$ cat src/rtl/pfc_pkg.sv
// Shared types, constants and helper functions for the pixel format converter.
// Used by pfc_div, pixel_format_converter and tb; depends on nothing else.
package pfc_pkg;

  typedef logic [31:0] word_t;
  typedef logic [4:0]  shamt_t;

  localparam int QUOT_W             = 32;
  localparam int DIV_BITS_PER_STAGE = 4;
  localparam int DIV_STAGES         = QUOT_W / DIV_BITS_PER_STAGE;
  localparam int NUM_CH             = 3;

  typedef enum logic [2:0] {
    CFG_SRC_RED   = 3'd0,
    CFG_SRC_GREEN = 3'd1,
    CFG_SRC_BLUE  = 3'd2,
    CFG_DST_RED   = 3'd3,
    CFG_DST_GREEN = 3'd4,
    CFG_DST_BLUE  = 3'd5,
    CFG_SRC_TAG   = 3'd6,
    CFG_DST_TAG   = 3'd7
  } cfg_idx_t;

  // Side information that travels down the pipeline next to the channel data.
  typedef struct packed {
    logic  vld;
    logic  ident;
    logic  bad;
    word_t pix;
  } side_t;

  // Number of trailing zeros of a mask; an empty mask gives zero.
  function automatic shamt_t mask_shift(word_t m);
    shamt_t s;
    s = '0;
    for (int i = 31; i >= 0; i--) begin
      if (m[i]) begin
        s = shamt_t'(i);
      end
    end
    return s;
  endfunction

endpackage

$ cat src/rtl/pfc_div.sv
// Pipelined restoring divider: 64-bit dividend over a 32-bit divisor, 32-bit quotient.
// The dividend's upper half must be below the divisor. Depends on pfc_pkg.
module pfc_div (
  input  logic           clk,
  input  logic           en,
  input  pfc_pkg::word_t divisor,
  input  logic [63:0]    dividend,
  output pfc_pkg::word_t quot
);
  import pfc_pkg::*;

  word_t rem_r [DIV_STAGES];
  word_t lo_r  [DIV_STAGES];
  word_t q_r   [DIV_STAGES];
  word_t rem_nxt [DIV_STAGES];
  word_t lo_nxt  [DIV_STAGES];
  word_t q_nxt   [DIV_STAGES];

  // Each stage retires DIV_BITS_PER_STAGE quotient bits.
  always_comb begin
    word_t       rem;
    word_t       lo;
    word_t       q;
    logic [32:0] t;
    for (int st = 0; st < DIV_STAGES; st++) begin
      if (st == 0) begin
        rem = dividend[63:32];
        lo  = dividend[31:0];
        q   = '0;
      end else begin
        rem = rem_r[st-1];
        lo  = lo_r[st-1];
        q   = q_r[st-1];
      end
      for (int k = 0; k < DIV_BITS_PER_STAGE; k++) begin
        t  = {rem, lo[31]};
        lo = {lo[30:0], 1'b0};
        if (t >= {1'b0, divisor}) begin
          t   = t - {1'b0, divisor};
          rem = t[31:0];
          q   = {q[30:0], 1'b1};
        end else begin
          rem = t[31:0];
          q   = {q[30:0], 1'b0};
        end
      end
      rem_nxt[st] = rem;
      lo_nxt[st]  = lo;
      q_nxt[st]   = q;
    end
  end

  always_ff @(posedge clk) begin
    if (en) begin
      for (int st = 0; st < DIV_STAGES; st++) begin
        rem_r[st] <= rem_nxt[st];
        lo_r[st]  <= lo_nxt[st];
        q_r[st]   <= q_nxt[st];
      end
    end
  end

  assign quot = q_r[DIV_STAGES-1];

endmodule

$ cat config.mk
export PLATFORM = sky130hd
export DESIGN_NAME = pfc_div
export DESIGN_NICKNAME = d
export VERILOG_FILES = /design/src/rtl/pfc_pkg.sv /design/src/rtl/pfc_div.sv
export SDC_FILE = /design/constraint.sdc
export NUM_CORES = 2
export LEC_CHECK = 0
export ABC_AREA = 1
export BUFFER_PORTS_ARGS = -buffer_cell sky130_fd_sc_hd__buf_2
export CAP_MARGIN = 20
export CORE_MARGIN = 1.5
export CORE_UTILIZATION = 40
export CTS_BUF_LIST = sky130_fd_sc_hd__clkbuf_4
export DETAILED_ROUTE_END_ITERATION = 10
export MAX_ROUTING_LAYER = met4
export PLACE_DENSITY = 0.54
export SYNTH_ARGS = -nofsm -noshare
export SYNTH_HDL_FRONTEND = slang
export SYNTH_SLANG_ARGS = --single-unit
$ cat constraint.sdc
create_clock -name clk -period 30.2 [get_ports clk]
set_input_delay 4.53 -clock clk [delete_from_list [all_inputs] [get_ports clk]]
set_output_delay 4.53 -clock clk [all_outputs]
set_load 0.005 [all_outputs]
Word-level counts from Yosys, hierarchy flattened
Memory sizes are Yosys's and may differ from the RTL's.
Cells that the tools add are included.
{"block": "op_classes", "addsub": 32, "n_lt_le_gt_ge": 32, "muxes": 66}
{"op": ">= comparator 33 x 32 -> 1 bit", "n": 32}
{"op": "2-to-1 mux 32 bit", "n": 32}
{"op": "subtractor 32 bit", "n": 32}
{"op": "2-to-1 mux 1 bit", "n": 34}
{"block": "word_totals", "reg_bits": 0, "mem_bits_rw": 736, "inputBits": 98, "memories": 3}
{"name": "q_r", "words": 8, "width": 32, "read_ports": 8, "rd_clocked_by_memory_dff": 0, "write_ports": 8, "line": "pfc_div.sv:14", "text": "word_t q_r [DIV_STAGES];"}
{"name": "rem_r", "words": 8, "width": 32, "read_ports": 7, "rd_clocked_by_memory_dff": 0, "write_ports": 8, "line": "pfc_div.sv:12", "text": "word_t rem_r [DIV_STAGES];"}
{"name": "lo_r", "words": 8, "width": 28, "read_ports": 7, "rd_clocked_by_memory_dff": 0, "write_ports": 8, "line": "pfc_div.sv:13", "text": "word_t lo_r [DIV_STAGES];"}

Logic depth before layout (Yosys ltp)
An unclocked memory read counts as a cell.
{"block": "logic_depth", "ltp_word": 9, "depth_mapped": 69}

Worst setup path after synthesis
OpenSTA, ideal clock, no wires.
{"block": "synth_path", "path_kind": "in2reg", "start": "input port divisor[1]", "end": "memory rem_r[5][11] in the netlist's numbering (data pin)", "setup_ns": 0.253, "arrival_ns": 12.829, "required_ns": 29.947, "path_slack_ns": 17.118, "path_stages": 63, "cell_sequence": "inv_1 -> ha_1 -> nand2_1 -> nor2_1 -> nand3_1 -> nand3_1 -> nand2_1 -> nand3_2 -> nand2_2 -> nand2_4 -> inv_2 -> buf_4 -> buf_2 -> nand2_1 -> o21ai_0 -> ha_1 -> nand2_1 -> inv_1 -> [... 27 more ...] -> o21ai_1 -> ha_1 -> nand3_1 -> nand2_1 -> nand2_1 -> nand2_1 -> a21oi_1 -> o21ai_0 -> nand3_1 -> nand2_1 -> nand4_1 -> nand2_1 -> a21oi_1 -> and2_1 -> buf_4 -> buf_4 -> nand3_1 -> nand2_1"}
{"element": "from (decl)", "line": "pfc_div.sv:6", "text": "input pfc_pkg::word_t divisor,"}
{"element": "to (decl)", "line": "pfc_div.sv:12"}

==> results.sh <==
export IMPL_clk_pin_slew_ns=0.07
export IMPL_grt_use_met1_pct=46.5
export IMPL_viasPerCell=5.60
export IMPL_async_flop_share_pct=0
export IMPL_synth_top_cell_area_share_pct=19.6
export IMPL_synth_area_top_cells="nand2_1, edfxtp_1, ha_1, inv_1, a21oi_1"
export IMPL_max_cap_violations=0
export IMPL_grt_busiest_layer="met2"
export IMPL_setup_viol=0
export IMPL_die_h_um=464
export IMPL_grt_max_degree=136
export IMPL_start_kind="primary input"
export IMPL_critical_path_most_common_cell="nand2_1"
export IMPL_hold_class="flip-flop to flip-flop"
export IMPL_grt_total_usage_pct=34.8
export IMPL_multiInputGateArea_um2=63600
export IMPL_critPathCaptureType="flip-flop"
export IMPL_place_gp_congestion=1.02
export IMPL_syn_instance_count=13600
export IMPL_crit_type="primary input to flip-flop"
export IMPL_grt_pass1_vias=88000
export IMPL_clk_path_buf_depth=3
export IMPL_grt_setup_unrepaired="no"
export IMPL_ant_nets=0
export IMPL_seq_area_um2=14400
export IMPL_drt_pre_antenna_iters=10
export IMPL_status="completed"
export IMPL_start_util_pct=40.2
export IMPL_grt_pass1_wl_mm=556
export IMPL_clockRootBuffer="clkbuf_4"
export IMPL_crit_required_ns=31.07
export IMPL_post_synth_num_cell_types=66
export IMPL_yosysMostFrequentCell="nand2_1"
export IMPL_synth_edff_count=480
export IMPL_skew_ns=0.107
export IMPL_syn_area_per_cell_um2=6.24
export IMPL_layout_drive_gt1_share_pct=5.09
export IMPL_ys_seq_area_share_pct=16.9
export IMPL_slowest_delay_ns=0.75
export IMPL_yosysTopAreaCell="nand2_1"
export IMPL_finalCritPeriodShare_pct=54.5
export IMPL_fp_row_count=169
export IMPL_critPathBufInv=9
export IMPL_slew_headroom_pct=30.0
export IMPL_portBuffers=129
export IMPL_die_x_um=464
export IMPL_design_die_area_um2=215000
export IMPL_ctsResizeCount=0
export IMPL_crit_fanout=60
export IMPL_worstMarginPinSlew_ns=1.05
export IMPL_routedWlPerCell_um=22.4
export IMPL_drt_initial_drc_count=8849
export IMPL_routed_wl_mm=376
export IMPL_ios=130
export IMPL_drv_slew=0
export IMPL_ys_warn_count=0
export IMPL_dr_total_vias=93900
export IMPL_drcViolationCount=0
export IMPL_core_um2=212000
export IMPL_use_met2_pct=53.8
export IMPL_hold_buffers=0
export IMPL_cts_sinks=480
export IMPL_h_tree_depth=4
export IMPL_insertion_delay_ns=1.25
export IMPL_syn_cell_area_um2=85100
export IMPL_netlist_top_cells_count="nand2_1, inv_1, nor2_1"
export IMPL_syn_num_nets=14800
export IMPL_fillers=23200
export IMPL_crit_arrival_ns=17.33
export IMPL_nets=15000
export IMPL_tns_ns=0
export IMPL_cts_tree="built"
export IMPL_grt_overflow=0
export IMPL_post_route_min_period_ns=16.46
export IMPL_hold_viol_final=0
export IMPL_post_cts_buffers=0
export IMPL_area_delta_synth_final_pct=6.98
export IMPL_cts_buffers=150
export IMPL_antenna_found_initial=27
export IMPL_ys_flop_type="edfxtp_1"
export IMPL_grtUsageMet3_pct=4.33
export IMPL_critPathTopFamily="simple AND/OR/NAND/NOR gates"
export IMPL_dp_hpwl_mm=305
export IMPL_synth_seq_cells=480
export IMPL_critPathSlowestCell="inv_2"
export IMPL_clock_fmax_mhz=60.7
layout by cell type, fill, tap and decap left out, drive strengths merged, types with 21 or more instances in the layout:
cell type,n
nor3,175
fa,31
edfxtp,480
nor4,58
buf,255
o21a,71
nand3b,68
a21oi,1077
inv,1523
diode,21
xor2,433
nor2,1152
nand2,4479
o21bai,104
or2,63
clkbuf,199
ha,1024
nand4,145
a221oi,40
o211ai,32
a31oi,80
a21boi,50
o21ai,873
clkinv,67
nand3,901
a21o,97
xnor2,347
cells by family (layout without fill, tap and decap cells):
kind of cell	count (synthesis)	in the layout	share of synthesized area [%]
AOI/OAI and AO/OA	2494	2494	16.4
xor gates and xnor gates	780	780	8.03
and+or+nand+nor	7073	7073	34.5
other	0	21	0
DFF	480	480	16.9
buffers and inverters	1759	2055	8.33
adders and majority gates	1055	1055	15.8
stage by stage:
stage                     std cells  setup slack, ns  cell area (um2)  hold WS, ns  util [%]
after floorplan               13600            17.12            85100        0.400         -
after global placement        16500            12.49            89000        0.400      42.0
after detailed placement      16500            12.45            89000        0.405      42.0
after CTS                     16800            13.67            90900        0.411      43.0
after global routing          16800            12.89            91000        0.403      43.0
final                         16800            13.74            91000        0.407      43.0
path summary, 6_finish.rpt:
| path | start | endpoint | slack (ns) | cells after the start |
|---|---|---|---|---|
| setup / recovery | divisor[13] | rem_r[3][1] | 13.74 | 56 |
| hold / removal | q_r[1][8] | q_r[1][44] | 0.41 | 0 |
| setup reg to reg | rem_r[4][28] | rem_r[5][0] | 17.61 | 50 |
| hold reg to reg | q_r[1][8] | q_r[1][44] | 0.41 | 0 |
state kept, by name, summed over array words and instances (netlist names):
register / flops
rem_r: 224
q_r: 144
lo_r: 112
metal layers:
layer  share of wire [%]  wire [um]  vias to the layer above
met5                   0          0                        -
met3                 6.8      25400                      618
li1                    -          -                    46100
met1                  45     170000                    43800
met4                 4.0      15200                        0
met2                  44     165000                     3408
area by class of cell:
type,instances,share of cell area (%)
well taps,2821,3.88
flip-flops and latches,480,15.8
inverters,1539,6.38
diodes,21,0.0577
clock buffers,199,1.64
multi-input cells,11400,69.9
clock inverters,62,0.496
repair buffers,255,1.85
Power is left out: the tool's default activity adds up to more than one toggle a clock period on the data nets, which glitch-free logic cannot reach.
